<file path="src/sv/pms_pkg.sv">
// ----------------------------------------------------------------------------
// pms_pkg
// Shared types, constants and helper functions of the plant model step block.
// ----------------------------------------------------------------------------
package pms_pkg;

    // Configuration register indexes
    localparam logic [2:0] CFG_COEF_A  = 3'd0;
    localparam logic [2:0] CFG_COEF_B  = 3'd1;
    localparam logic [2:0] CFG_COEF_C  = 3'd2;
    localparam logic [2:0] CFG_COEF_D  = 3'd3;
    localparam logic [2:0] CFG_INIT_Y  = 3'd4;
    localparam logic [2:0] CFG_INIT_U  = 3'd5;

    // Angle constants in Q4.30
    localparam logic signed [33:0] TWO_PI_Q30  = 34'sd6746518852;
    localparam logic signed [33:0] PI_Q30      = 34'sd3373259426;
    localparam logic signed [33:0] HALF_PI_Q30 = 34'sd1686629713;
    localparam logic signed [33:0] GAIN_Q30    = 34'sd652032874;

    // Product sequence of one step on the shared multiplier
    typedef enum logic [2:0] {
        OP_A_YL,
        OP_B_U,
        OP_YP_SQ,
        OP_A_YN,
        OP_B_SQ,
        OP_C_U,
        OP_D_SIN
    } op_t;

    // Commands from the controller to the datapath
    typedef struct packed {
        logic       capture;
        logic       setup;
        logic       mod_step;
        logic       fold;
        logic       cordic_step;
        logic       mul;
        logic       acc;
        logic       finish;
        op_t        op;
        logic [4:0] step;
    } cmd_t;

    typedef struct packed {
        logic        flag;
        logic [31:0] value;
    } sat_t;

    // Clip a wide signed value to 32 bits
    function automatic sat_t sat32(input logic signed [63:0] v);
        sat_t r;
        if (v > 64'sd2147483647) begin
            r.flag  = 1'b1;
            r.value = 32'h7FFF_FFFF;
        end
        else if (v < -64'sd2147483648) begin
            r.flag  = 1'b1;
            r.value = 32'h8000_0000;
        end
        else begin
            r.flag  = 1'b0;
            r.value = v[31:0];
        end
        return r;
    endfunction

    // Arctangent of 2^-i in Q2.30
    function automatic logic signed [33:0] atan_q30(input logic [4:0] i);
        logic signed [33:0] r;
        case (i)
            5'd0:  r = 34'sd843314857;
            5'd1:  r = 34'sd497837829;
            5'd2:  r = 34'sd263043836;
            5'd3:  r = 34'sd133525158;
            5'd4:  r = 34'sd67021686;
            5'd5:  r = 34'sd33543515;
            5'd6:  r = 34'sd16775850;
            5'd7:  r = 34'sd8388437;
            5'd8:  r = 34'sd4194282;
            5'd9:  r = 34'sd2097149;
            5'd10: r = 34'sd1048575;
            5'd11: r = 34'sd524287;
            5'd12: r = 34'sd262143;
            5'd13: r = 34'sd131071;
            5'd14: r = 34'sd65535;
            5'd15: r = 34'sd32767;
            5'd16: r = 34'sd16383;
            5'd17: r = 34'sd8191;
            5'd18: r = 34'sd4095;
            5'd19: r = 34'sd2047;
            5'd20: r = 34'sd1023;
            5'd21: r = 34'sd511;
            5'd22: r = 34'sd255;
            5'd23: r = 34'sd127;
            5'd24: r = 34'sd63;
            5'd25: r = 34'sd31;
            5'd26: r = 34'sd15;
            5'd27: r = 34'sd8;
            5'd28: r = 34'sd4;
            5'd29: r = 34'sd2;
            5'd30: r = 34'sd1;
            default: r = 34'sd0;
        endcase
        return r;
    endfunction

endpackage

</file>
<file path="src/sv/pms_ctrl.sv">
// ----------------------------------------------------------------------------
// pms_ctrl
// Step sequencer: angle reduction, CORDIC rotation, multiply/accumulate
// sequence and result hand-off, plus the input and output handshakes.
// ----------------------------------------------------------------------------
module pms_ctrl
    import pms_pkg::*;
#(
    parameter int REDUCE_TOP   = 6,
    parameter int CORDIC_STEPS = 24
)
(
    input  logic clk,
    input  logic rst_n,
    input  logic in_valid,
    output logic in_ready,
    output logic out_valid,
    input  logic out_ready,
    output cmd_t cmd
);

    typedef enum logic [2:0] {
        ST_IDLE,
        ST_SETUP,
        ST_REDUCE,
        ST_FOLD,
        ST_ROTATE,
        ST_MUL,
        ST_ACC,
        ST_FINISH
    } state_t;

    state_t     state_reg;
    logic [4:0] step_reg;
    op_t        op_reg;
    logic       out_valid_reg;
    logic       can_finish;

    // Decode state into datapath commands
    always_comb
    begin
        in_ready        = (state_reg == ST_IDLE);
        out_valid       = out_valid_reg;
        can_finish      = !out_valid_reg || out_ready;
        cmd.capture     = (state_reg == ST_IDLE) && in_valid;
        cmd.setup       = (state_reg == ST_SETUP);
        cmd.mod_step    = (state_reg == ST_REDUCE);
        cmd.fold        = (state_reg == ST_FOLD);
        cmd.cordic_step = (state_reg == ST_ROTATE);
        cmd.mul         = (state_reg == ST_MUL);
        cmd.acc         = (state_reg == ST_ACC);
        cmd.finish      = (state_reg == ST_FINISH) && can_finish;
        cmd.op          = op_reg;
        cmd.step        = step_reg;
    end

    // Hold state, counters and output valid
    always_ff @(posedge clk or negedge rst_n)
    begin
        if (!rst_n)
        begin
            state_reg     <= ST_IDLE;
            step_reg      <= '0;
            op_reg        <= OP_A_YL;
            out_valid_reg <= 1'b0;
        end
        else
        begin
            if (cmd.finish)
                out_valid_reg <= 1'b1;
            else if (out_ready)
                out_valid_reg <= 1'b0;

            unique case (state_reg)
                ST_IDLE:
                begin
                    if (in_valid)
                        state_reg <= ST_SETUP;
                end
                ST_SETUP:
                begin
                    step_reg  <= 5'(REDUCE_TOP);
                    state_reg <= ST_REDUCE;
                end
                ST_REDUCE:
                begin
                    if (step_reg == 5'd0)
                        state_reg <= ST_FOLD;
                    else
                        step_reg <= step_reg - 5'd1;
                end
                ST_FOLD:
                begin
                    step_reg  <= '0;
                    state_reg <= ST_ROTATE;
                end
                ST_ROTATE:
                begin
                    if (step_reg == 5'(CORDIC_STEPS - 1))
                    begin
                        op_reg    <= OP_A_YL;
                        state_reg <= ST_MUL;
                    end
                    else
                        step_reg <= step_reg + 5'd1;
                end
                ST_MUL:
                begin
                    state_reg <= ST_ACC;
                end
                ST_ACC:
                begin
                    if (op_reg == OP_D_SIN)
                        state_reg <= ST_FINISH;
                    else
                    begin
                        op_reg    <= op_t'(op_reg + 3'd1);
                        state_reg <= ST_MUL;
                    end
                end
                ST_FINISH:
                begin
                    if (can_finish)
                        state_reg <= ST_IDLE;
                end
                default:
                begin
                    state_reg <= ST_IDLE;
                end
            endcase
        end
    end

`ifndef SYNTHESIS
    a_busy_after_accept: assert property (@(posedge clk) disable iff (!rst_n)
        (in_valid && in_ready) |=> !in_ready)
        else $error("input taken while a step is in flight");

    a_finish_sets_valid: assert property (@(posedge clk) disable iff (!rst_n)
        cmd.finish |=> out_valid)
        else $error("finished step did not present a result");

    a_one_command: assert property (@(posedge clk) disable iff (!rst_n)
        $onehot0({cmd.capture, cmd.setup, cmd.mod_step, cmd.fold,
                  cmd.cordic_step, cmd.mul, cmd.acc, cmd.finish}))
        else $error("more than one datapath command at once");
`endif

endmodule

</file>
<file path="config.mk">
export PLATFORM = sky130hd
export DESIGN_NAME = pms_ctrl
export DESIGN_NICKNAME = d
export VERILOG_FILES = /design/src/sv/pms_pkg.sv /design/src/sv/pms_ctrl.sv
export SDC_FILE = /design/constraint.sdc
export NUM_CORES = 1
export LEC_CHECK = 0
export BUFFER_PORTS_ARGS = -buffer_cell sky130_fd_sc_hd__clkbuf_2
export CORE_ASPECT_RATIO = 0.75
export CORE_MARGIN = 2
export CORE_UTILIZATION = 45
export CTS_BUF_LIST = sky130_fd_sc_hd__clkbuf_8 sky130_fd_sc_hd__clkbuf_16
export DETAILED_ROUTE_END_ITERATION = 10
export GPL_TIMING_DRIVEN = 0
export PLACE_DENSITY = 0.71
export SLEW_MARGIN = 0
export SYNTH_ARGS = -nofsm -noshare
export SYNTH_HDL_FRONTEND = slang
export SYNTH_SLANG_ARGS = --single-unit
</file>
<file path="constraint.sdc">
create_clock -name clk -period 2.4 [get_ports clk]
set_input_delay 0.12 -clock clk [delete_from_list [all_inputs] [get_ports clk]]
set_output_delay 0.12 -clock clk [all_outputs]
set_load 0.02 [all_outputs]
</file>
==> results.py <==
metrics = {
    "floorplanning": {
        "die_h_um": 42.1,
        "die_area_mm2": 0.00231,
        "design.portCount": 22,
        "die_w_um": 54.8,
        "start_util_pct": 49.1,
        "core_mm2": 0.00177,
        "rows": 13,
    },
    "finish": {
        "final_cell_area_mm2": 0.00105,
        "nNetsFinal": 134,
        "multi_input_comb_area_um2": 532,
        "num_antenna_cells": 0,
        "instances_no_fill": 144,
        "drive_gt1_share_pct": 26.2,
        "layout-area-overhead-vs-synth_pct": 21.1,
        "fillers": 172,
        "largest_reg_flops": 5,
        "seq_area_um2": 300,
    },
    "synth": {
        "synth_warnings": 0,
        "synthCells": 97,
        "ys_seq_elements": 12,
        "yosysTopAreaCell": "dfrtp_1",
        "synth_top_area_share_pct": 34.5,
        "ys_types": 37,
        "synth_area_per_cell_um2": 8.98,
        "synthFlopType": "dfrtp_1",
        "syn_area_um2": 871,
        "synth_area_leaders": "dfrtp_1, ha_1, a21oi_1",
        "ys_seq_area_share_pct": 34.5,
        "synth_common_cells": "dfrtp_1, nor2_1, a21oi_1",
        "synth_edf_count": 0,
        "async_reset_ff_share_pct": 100,
        "yosysMostFrequentCell": "dfrtp_1",
        "syn_nets": 107,
    },
    "pwr": {
        "max-vdd-ir-drop_mv": 0.890,
        "p_seq_share_pct": 23.6,
        "powerDensity_mw_per_mm2": 1620,
        "internal_power_mw": 0.865,
        "p_leak_nw": 0.527,
        "pwr-share-comb_pct": 66.1,
        "switching_share_pct": 49.5,
        "p_sw_mw": 0.847,
        "pwr-share-clk_pct": 10.3,
    },
    "critical_path": {
        "rrSetupSlack_ps": 120,
        "crit_end": "step_reg[2]$_DFFE_PN0P_",
        "cpMaxStageDelayCell": "dfrtp_1",
        "crit_chain": "or3b_1 > buf_2 > inv_2 > fa_1 > xor2_1 > nor2_1 > o31a_1 > mux2_4",
        "cp-startpoint": "state_reg[2]$_DFFE_PN0P_",
        "required_ps": 2520,
        "crit_fanout": 8,
        "max_stage_delay_ps": 480,
        "cp-end-kind": "flip-flop",
        "cp.arrival_ps": 2400,
        "worst-path-stages": 8,
        "worstSetupPathType": "reg -> reg",
        "path_delay_family": "flip-flops",
        "r2r_start": "state_reg[2]$_DFFE_PN0P_",
        "r2r_cells": 8,
        "reg2reg_to": "step_reg[2]$_DFFE_PN0P_",
        "critPathLaunchType": "flip-flop",
        "crit_buf_inv": 2,
    },
    "detailed_routing": {
        "post_drt_wl_per_cell_um": 13.9,
        "ant_nets": 0,
        "num_vias": 797,
        "drc": 0,
        "wl_mm": 2.00,
        "dr.pass1.iters": 4,
        "vias_per_cell": 5.53,
        "drt_iter0_drc": 13,
    },
    "timing": {
        "setup_viol": 0,
        "fin_skew_ps": 4.58,
        "relSlewSlack_pct": 71.3,
        "tns_ps": 0,
        "max_clock_freq_mhz": 438,
        "period_needed_ps": 2280,
        "grt_setup_unrepaired": "false",
        "drv_slew": 0,
        "hold_violations": 0,
        "worstMarginPinSlew_ps": 430,
        "fin_crit_sh_pct": 95.1,
    },
    "grt": {
        "grt_first_pass_wirelength_mm": 3.26,
        "antenna_found_initial": 0,
        "track_usage_pct": 19.6,
        "grt_max_degree": 13,
        "grt_overflow": 0,
        "grt_pass1_vias": 693,
    },
    "placed_design": {
        "numPortBuffers": 21,
        "place_congestion": 0.881,
        "placed_area_mm2": 0.00100,
        "dp.cells": 140,
        "hpwlAfterDp_mm": 1.53,
    },
    "clocking": {
        "cts_root_buffer": "clkbuf_8",
        "cts_sinks": 12,
        "cts.clk_slew.worst_paths_ps": 50,
        "numCtsBuffers": 3,
        "cts_tree": "built",
        "worstSkewPairLatency_ps": 240,
        "cts_max_level": 1,
        "cts_max_path_buffers": 2,
        "ctsResizeCount": 0,
    },
    "job": {
        "max_cap_violations": 0,
    },
    "status": {
        "status": "finished, final reports clean",
    },
    "worst_hold_path": {
        "hold_depth": 3,
        "hp-class": "in -> reg",
    },
}
cell families after synthesis:
kind of cell | after synthesis | share of synthesized area (%)
and+or+nand+nor | 38 | 22.8
AOI/OAI and AO/OA | 25 | 21.0
DFF | 12 | 34.5
buffers and inverters | 10 | 4.45
adders and majority gates | 6 | 9.48
muxes | 4 | 5.75
xor gates and xnor gates | 2 | 2.01
cells in the final DEF, fill, tap and decap left out, drive strengths merged:
master	Yosys	routed
a21o	1	1
nand2	7	7
mux2	2	2
inv	6	6
and3	1	1
o31a	1	1
a21oi	9	9
o221a	1	1
o22ai	2	2
o2bb2ai	1	1
fa	1	1
a311oi	1	1
mux2i	2	2
nor3	5	5
o221ai	1	1
dfrtp	12	12
nor2b	3	3
and3b	1	1
dlygate4sd3	0	1
a211oi	1	1
a211o	2	2
o21ai	3	3
o21a	1	1
clkbuf	3	27
nand2b	2	2
and4b	1	1
and2	1	1
nand3	4	4
o21bai	1	1
ha	5	5
buf	1	1
nor3b	1	1
or3b	2	2
xor2	2	2
nor2	10	10
routing by layer:
metal  GRT usage, %  share of wire (%)  up-vias
li1               -                  -      399
met1           29.3                 50      371
met2           26.9                 44       27
met3           7.50                6.3        0
met4           3.00                  0        0
met5              0                  0        -
area by class of cell:
type / count / area share (%)
multi-input cells: 75 / 50.4
flip-flops and latches: 12 / 28.5
repair buffers: 22 / 10.9
clock buffers: 3 / 3.91
well taps: 22 / 2.61
inverters: 6 / 2.14
plain buffers: 4 / 1.54
tightest hold or removal path: stages:
cell and delay (ps):
clkbuf_2 80, nand2b_1 120, nand2_1 60
how the worst min path moves through the flow:
stage | from | end | slack [ps]
floorplan | rst_n | op_reg[0]$_DFFE_PN0P_ | -180
global placement | rst_n | step_reg[4]$_DFFE_PN0P_ | 30
detailed placement | rst_n | step_reg[4]$_DFFE_PN0P_ | 40
CTS | out_ready | out_valid$_DFFE_PN0P_ | 190
global route | out_ready | out_valid$_DFFE_PN0P_ | 220
finish | out_ready | out_valid$_DFFE_PN0P_ | 190
what timing repair did:
item	in CTS	in global routing
hold buffers	1	0
hold endpoints to repair	12	0
buffers inserted	0	0
power groups by stage:
stage | Combinational [mW] | Clock (mW) | Sequential, mW
2_1_floorplan | 0.799 | 0 | 0.448
3_3_place_gp | 1.09 | 0 | 0.397
3_5_place_dp | 1.12 | 0 | 0.406
4_1_cts | 1.13 | 0.184 | 0.403
5_1_grt | 1.26 | 0.194 | 0.421
6_report | 1.13 | 0.177 | 0.404
metrics by stage:
stage | hold WS (ps) | worst slack, ps | util [%] | total power [mW]
2_1_floorplan | -176 | 286 | - | 1.25
3_3_place_gp | 27.8 | 179 | 56.6 | 1.49
3_5_place_dp | 35.6 | 152 | 56.6 | 1.53
4_1_cts | 189 | 139 | 59.5 | 1.72
5_1_grt | 218 | 5.87 | 59.5 | 1.87
6_report | 192 | 119 | 59.5 | 1.71
No activity file was read; power rests on OpenSTA's default activity.
